==> config.mk <==
export PLATFORM = sky130hd
export DESIGN_NAME = cvkt_qgen
export DESIGN_NICKNAME = d
export VERILOG_FILES = /design/src/rtl/core/cvkt_pkg.sv /design/src/rtl/core/cvkt_qgen.sv
export SDC_FILE = /design/constraint.sdc
export NUM_CORES = 2
export LEC_CHECK = 0
export BUFFER_PORTS_ARGS = -buffer_cell sky130_fd_sc_hd__buf_2
export CAP_MARGIN = 25
export CELL_PAD_IN_SITES_DETAIL_PLACEMENT = 1
export CELL_PAD_IN_SITES_GLOBAL_PLACEMENT = 1
export CORE_MARGIN = 2
export CORE_UTILIZATION = 50
export DETAILED_ROUTE_END_ITERATION = 12
export GPL_TIMING_DRIVEN = 0
export MAX_ROUTING_LAYER = met4
export PLACE_DENSITY_LB_ADDON = 0.12
export SETUP_SLACK_MARGIN = 0.05
export SYNTH_ARGS = -nofsm -noshare
export SYNTH_HDL_FRONTEND = slang
export SYNTH_SLANG_ARGS = --single-unit
export TNS_END_PERCENT = 20
==> constraint.sdc <==
create_clock -name i_clk -period 14.6 [get_ports i_clk]
set_input_delay 3.65 -clock i_clk [delete_from_list [all_inputs] [get_ports i_clk]]
set_output_delay 3.65 -clock i_clk [all_outputs]
set_load 0.05 [all_outputs]
==> src/rtl/core/cvkt_pkg.sv <==
// Shared types, codes and saturating arithmetic helpers for the tracker.
// Used by the lane, the noise generator and the top level; no dependencies.
package cvkt_pkg;

    // Item kinds carried on the input tuser.
    localparam logic OP_PREDICT = 1'b0;
    localparam logic OP_UPDATE  = 1'b1;

    // Register indexes on the configuration port.
    localparam logic [1:0] REG_AXES  = 2'd0;
    localparam logic [1:0] REG_DT    = 2'd1;
    localparam logic [1:0] REG_PVAR  = 2'd2;
    localparam logic [1:0] REG_MVAR  = 2'd3;

    // Result status codes.
    localparam logic ST_OK       = 1'b0;
    localparam logic ST_SINGULAR = 1'b1;

    localparam logic signed [63:0] S32_MAX_W = 64'sh0000_0000_7FFF_FFFF;
    localparam logic signed [63:0] S32_MIN_W = 64'shFFFF_FFFF_8000_0000;

    // Control toward one lane.
    typedef struct packed {
        logic start;
        logic op;
    } t_lane_ctl;

    // Status back from one lane.
    typedef struct packed {
        logic done;
        logic s_zero;
    } t_lane_sts;

    // Clamp a wide signed value to the signed 32-bit range.
    function automatic logic signed [31:0] sat32(input logic signed [63:0] v);
        logic signed [31:0] r;
        if (v > S32_MAX_W) begin
            r = 32'sh7FFF_FFFF;
        end else if (v < S32_MIN_W) begin
            r = 32'sh8000_0000;
        end else begin
            r = v[31:0];
        end
        return r;
    endfunction

    function automatic logic signed [31:0] add_sat(input logic signed [31:0] a,
                                                   input logic signed [31:0] b);
        logic signed [63:0] s;
        s = 64'(a) + 64'(b);
        return sat32(s);
    endfunction

    function automatic logic signed [31:0] sub_sat(input logic signed [31:0] a,
                                                   input logic signed [31:0] b);
        logic signed [63:0] s;
        s = 64'(a) - 64'(b);
        return sat32(s);
    endfunction

    // Magnitude of a signed 32-bit value; the most negative value gives 2^31.
    function automatic logic [31:0] abs32(input logic signed [31:0] a);
        logic [31:0] u;
        u = $unsigned(a);
        return a[31] ? (~u + 32'd1) : u;
    endfunction

endpackage

==> src/rtl/core/cvkt_qgen.sv <==
// Process noise term generator: q*dt^4/4, q*dt^3/2 and q*dt^2.
// Depends on cvkt_pkg; one shared multiplier stepped through the power chain.
module cvkt_qgen import cvkt_pkg::*; #(
    parameter int FRAC_BITS = 16
) (
    input  logic               i_clk,
    input  logic               i_rst_n,
    input  logic               i_start,
    input  logic signed [31:0] i_dt,
    input  logic signed [31:0] i_q,
    output logic               o_done,
    output logic signed [31:0] o_q00,
    output logic signed [31:0] o_q01,
    output logic signed [31:0] o_q11
);

    logic               r_busy;
    logic [2:0]         r_step;
    logic               r_done;
    logic signed [63:0] r_prod;
    logic signed [31:0] r_dt2, r_dt3, r_dt4;
    logic signed [31:0] r_q00, r_q01, r_q11;
    logic signed [31:0] mul_a, mul_b;
    logic signed [31:0] prod_v;

    assign prod_v = sat32(r_prod >>> FRAC_BITS);

    // Operand selection for each step of the power chain.
    always_comb begin
        mul_a = i_dt;
        mul_b = i_dt;
        case (r_step)
            3'd1, 3'd2: begin mul_a = prod_v; mul_b = i_dt;  end
            3'd3:       begin mul_a = i_q;    mul_b = r_dt2; end
            3'd4:       begin mul_a = i_q;    mul_b = r_dt3; end
            3'd5:       begin mul_a = i_q;    mul_b = r_dt4; end
            default:    begin mul_a = i_dt;   mul_b = i_dt;  end
        endcase
    end

    always_ff @(posedge i_clk) begin
        r_prod <= mul_a * mul_b;
    end

    // Step sequencer; each step captures the previous product.
    always_ff @(posedge i_clk) begin
        if (!i_rst_n) begin
            r_busy <= 1'b0;
            r_step <= '0;
            r_done <= 1'b0;
        end else begin
            r_done <= 1'b0;
            if (!r_busy) begin
                if (i_start) begin
                    r_busy <= 1'b1;
                    r_step <= '0;
                end
            end else begin
                r_step <= r_step + 3'd1;
                case (r_step)
                    3'd1:    r_dt2 <= prod_v;
                    3'd2:    r_dt3 <= prod_v;
                    3'd3:    r_dt4 <= prod_v;
                    3'd4:    r_q11 <= prod_v;
                    3'd5:    r_q01 <= prod_v >>> 1;
                    3'd6: begin
                        r_q00  <= prod_v >>> 2;
                        r_busy <= 1'b0;
                        r_done <= 1'b1;
                    end
                    default: ;
                endcase
            end
        end
    end

    assign o_done = r_done;
    assign o_q00  = r_q00;
    assign o_q01  = r_q01;
    assign o_q11  = r_q11;

endmodule

Yosys cells after proc, flatten, opt, wreduce, memory -nomap -nowiden
Index checks and enable logic that the tools add are counted.
W data, S select, Z words.
{"block": "op_classes", "n_reduce_logical": 10, "muxes": 10, "mul": 1, "n_addsub": 1, "eq_ne": 6, "order_cmp": 2}
{"op": "$pmux W32 S3", "n": 1}
{"op": "$mul A32 B32 Y64", "n": 1}
{"op": "$mux W32", "n": 2}
{"op": "$pmux W32 S2", "n": 1}
{"op": "$gt A48 B32 Y1 const B", "n": 1}
{"op": "$lt A48 B32 Y1 const B", "n": 1}
{"op": "$reduce_and A3 Y1", "n": 6}
{"op": "$eq A3 B3 Y1 const B", "n": 3}
{"op": "$eq A3 B2 Y1 const B", "n": 2}
{"op": "$mux W3", "n": 2}
{"op": "$mux W1", "n": 4}
{"op": "$add A3 B1 Y3 const B", "n": 1}
{"op": "$eq A3 B1 Y1 const B", "n": 1}
{"op": "$reduce_or A3 Y1", "n": 1}
{"op": "$reduce_and A2 Y1", "n": 1}
{"op": "$reduce_bool A2 Y1", "n": 1}
{"op": "$reduce_or A2 Y1", "n": 1}
{"block": "totals", "ff_bits": 258, "output_inout_bits": 97}

Depth between registers and ports, before layout
{"block": "depth", "word_depth": 5, "mapped_depth": 41, "mapped_depth_nobuf": 34}

Worst setup path before layout
OpenSTA, ideal clock, no wires.
{"block": "synth_timing", "kind": "in2reg", "from": "input i_dt[7]", "to": "register r_prod[61]", "n_path_buf": 2, "cell_stages": 27, "t_arrival_ps": 11157, "required_time_ps": 14469, "slack_ps": 3312, "setup_time_ps": 131, "cell_sequence": "a221oi_1 clkbuf_1 nor2_1 fa_1 inv_1 fa_1 inv_1 fa_1 fa_1 inv_1 fa_1 inv_1 fa_1 fa_1 fa_1 ha_1 clkbuf_1 a21oi_1 o21a_1 o221a_2 o21ai_0 a21o_1 a211oi_1 nor2_1 nor2_1 o31ai_1 xor2_1"}
{"block": "synth_via", "elab_chain_cells": 2}
{"element": "start, declared", "line_no": "cvkt_qgen.sv:9", "source": "input logic signed [31:0] i_dt,"}
{"element": "$pmux W32 S3 or $pmux W32 S2 (tied branches)", "line_no": "cvkt_qgen.sv:32", "source": "case (r_step)"}
{"element": "$mul A32 B32 Y64 *", "line_no": "cvkt_qgen.sv:42", "source": "r_prod <= mul_a * mul_b;"}
{"element": "end signal, assigned", "line_no": "cvkt_qgen.sv:42"}
{"element": "end, declared", "line_no": "cvkt_qgen.sv:20", "source": "logic signed [63:0] r_prod;"}
Mark *: on every way between the ends. The rest lies on a longest branch, timed or not.
A chain may end at the register's enable or synchronous reset.

Worst setup path in the final report
{"block": "layout_timing", "from": "input i_dt[21]", "to": "register r_prod[60]"}
Same word-level chain as after synthesis.

==> flow_metrics.env <==
export IMPL_status="completed"
export IMPL_rr_endpoint="r_prod[60]"
export IMPL_gp_congestion=1.08
export IMPL_cpMaxStageDelayCell="clkbuf_1"
export IMPL_vias_per_cell=6.05
export IMPL_drive_gt1_share_pct=7.43
export IMPL_fp_dieH_um=301
export IMPL_hp_class="flip-flop to flip-flop"
export IMPL_avgRoutedWirePerCell_um=34.6
export IMPL_post_cts_buffers=0
export IMPL_crit_fanout=10
export IMPL_synth_top_family_by_area="adder cells"
export IMPL_grt_total_usage_pct=48.3
export IMPL_yosys_area_share_simple_pct=12.2
export IMPL_tightest_slew_ps=1290
export IMPL_synth_edf_count=189
export IMPL_cts_sinks=242
export IMPL_ys_seq_area_share_pct=15.3
export IMPL_fin_crit_sh_pct=98.1
export IMPL_cp_end_kind="flip-flop"
export IMPL_syn_cell_area_um2=44000
export IMPL_ys_async_sr_fraction_pct=0
export IMPL_area_growth_pct=10.2
export IMPL_ant_nets=0
export IMPL_finClkSkew_ps=27.3
export IMPL_worstHoldStart="r_busy"
export IMPL_startpoint_type="input pin"
export IMPL_dp_hpwl_mm=173
export IMPL_cts_buffers=23
export IMPL_drv_cap=0
export IMPL_cts_tree="built"
export IMPL_final_util_pct=55.7
export IMPL_numPortBuffers=163
export IMPL_ys_types=74
export IMPL_fmax_mhz=69.9
export IMPL_rrSetupSlack_ps=1030
export IMPL_max_slew_margin_rel_pct=13.8
export IMPL_max_stage_delay_ps=900
export IMPL_grt_pass1_vias=40000
export IMPL_syn_inst=4495
export IMPL_die_area_um2=90300
export IMPL_start_util_pct=50.5
export IMPL_worstPathArrival_ps=14720
export IMPL_reg2reg_from="r_prod[59]"
export IMPL_syn_num_nets=5828
export IMPL_ys_ff_latch=242
export IMPL_ys_flop_type="edfxtp_1"
export IMPL_nets=6109
export IMPL_cp_startpoint="i_dt[21]"
export IMPL_synthAdderAreaFrac_pct=54.5
export IMPL_synthMuxAreaShare_pct=0.0484
export IMPL_post_cts_resized=0
export IMPL_endpoint="r_prod[60]"
export IMPL_grt_overflow_total=0
export IMPL_synth_compound_area_share_pct=6.22
export IMPL_crit_top_cell="fa_1"
export IMPL_die_w_um=301
export IMPL_rsz0062_at_grt="no"
export IMPL_grt_pass1_wl_mm=291
export IMPL_first_iter_violations=4202
export IMPL_dp_slack_ps=279
export IMPL_fin_area_um2=48500
export IMPL_slew_viol_final=0
export IMPL_core_um2=87000
export IMPL_postPlaceCellArea_um2=47600
export IMPL_vias=36000
export IMPL_yosys_area_share_xor_xnor_pct=1.27
export IMPL_synth_warnings=0
export IMPL_setup_viol=0
export IMPL_htreeDepth=1
export IMPL_drc=0
export IMPL_grt_max_degree=33
export IMPL_cts_root_buf="clkbuf_16"
export IMPL_drt_pre_antenna_iters=6
export IMPL_cts_path_max_buffers=3
export IMPL_wirelength_mm=206
export IMPL_final_setup_tns_ps=0
export IMPL_final_common_cell="fa_1"
export IMPL_postCtsHoldBufs=0
export IMPL_worstPathRequired_ps=15010
export IMPL_period_minus_slack_ps=14320
export IMPL_antenna_found_initial=15
export IMPL_placementRows=108
export IMPL_synth_area_per_cell_um2=9.78
export IMPL_ioPinCount=164
export IMPL_clkTransAtPathRegs_ps=70
export IMPL_hold_viol_final=0
export IMPL_r2r_cells=35
export IMPL_clk_latency_ps=560
export IMPL_fin_ws_ps=284
export IMPL_final_cell_mix="fa_1 (1080), inv_1 (970), nand2_1 (614)"
export IMPL_path_class="input pin to flip-flop"
==> stage by stage <==
step / hold WS (ps) / cells
detailed placement: 576 / 5899
global placement: 548 / 5813
finish: 580 / 5957
CTS: 587 / 5941
global route: 660 / 5956
floorplan: 540 / 4495
==> worst min-delay path by stage <==
| stage | cells after the start | slack, ps | end |
|---|---|---|---|
| 2_1_floorplan | 3 | 540 | r_step[0] |
| 6_report | 3 | 580 | r_step[0] |
| 4_1_cts | 3 | 590 | r_step[0] |
| 3_5_place_dp | 3 | 580 | r_step[0] |
| 5_1_grt | 3 | 660 | r_step[0] |
| 3_3_place_gp | 3 | 550 | r_step[0] |
==> critical path, delay by kind of cell <==
kind / cells / cell delay [ps]
AO/OA/AOI/OAI: 6 / 2270
XOR/XNOR: 1 / 170
adder cells (fa/ha/maj): 9 / 4540
buffers and inverters: 8 / 2540
AND/OR/NAND/NOR: 6 / 1500
==> state kept, by name (all words and copies together), names as in the netlist <==
| signal | count |
|---|---|
| r_prod | 48 |
| o_q11 | 32 |
| r_dt2 | 32 |
| r_dt3 | 32 |
| r_dt4 | 32 |
| o_q01 | 31 |
| o_q00 | 30 |
| r_step | 3 |
| o_done | 1 |
| r_busy | 1 |
==> Yosys cell counts (26+ instances only) <==
| cell type | count | area (um^2) |
|---|---|---|
| fa_1 | 1081 | 21600 |
| clkbuf_1 | 223 | 837 |
| nand2_1 | 614 | 2300 |
| inv_1 | 970 | 3640 |
| edfxtp_1 | 189 | 5680 |
| nand4_1 | 26 | 163 |
| nor2_1 | 560 | 2100 |
| dfxtp_1 | 53 | 1060 |
| ha_1 | 185 | 2310 |
| a21oi_1 | 76 | 380 |
| o21ai_0 | 36 | 180 |
| a22oi_1 | 30 | 225 |
| and2_1 | 36 | 225 |
| xnor2_1 | 43 | 377 |
| a21o_1 | 64 | 480 |
==> layout make-up <==
cell class | instances | area [um^2]
well taps | 1155 | 1450
inverters | 972 | 3650
diodes | 9 | 22.5
multi-input cells | 3037 | 32800
repair buffers | 256 | 2130
plain buffers | 244 | 947
clock buffers | 32 | 629
clock inverters | 10 | 119
flip-flops and latches | 242 | 6740
fillers | 9844 | 38600
==> cells by family (layout without fill, tap and decap cells) <==
kind of cell	after synthesis	in the layout
AO/OA/AOI/OAI	376	376
XOR/XNOR	64	64
adder cells (fa/ha/maj)	1266	1266
buffers and inverters	1216	1514
flip-flops	242	242
multiplexers	2	2
other	0	9
AND/OR/NAND/NOR	1329	1329
==> layer usage <==
layer / GRT usage [%] / up-vias / wire length (um)
met5: - / - / 0
met4: 34.8 / 0 / 19900
met3: 10.3 / 759 / 21400
met2: 72.4 / 2294 / 92300
met1: 58.1 / 19000 / 72700
li1: - / 14000 / -
Power is left out: the tool's default activity adds up to more than one toggle a clock period on the data nets, which glitch-free logic cannot reach.
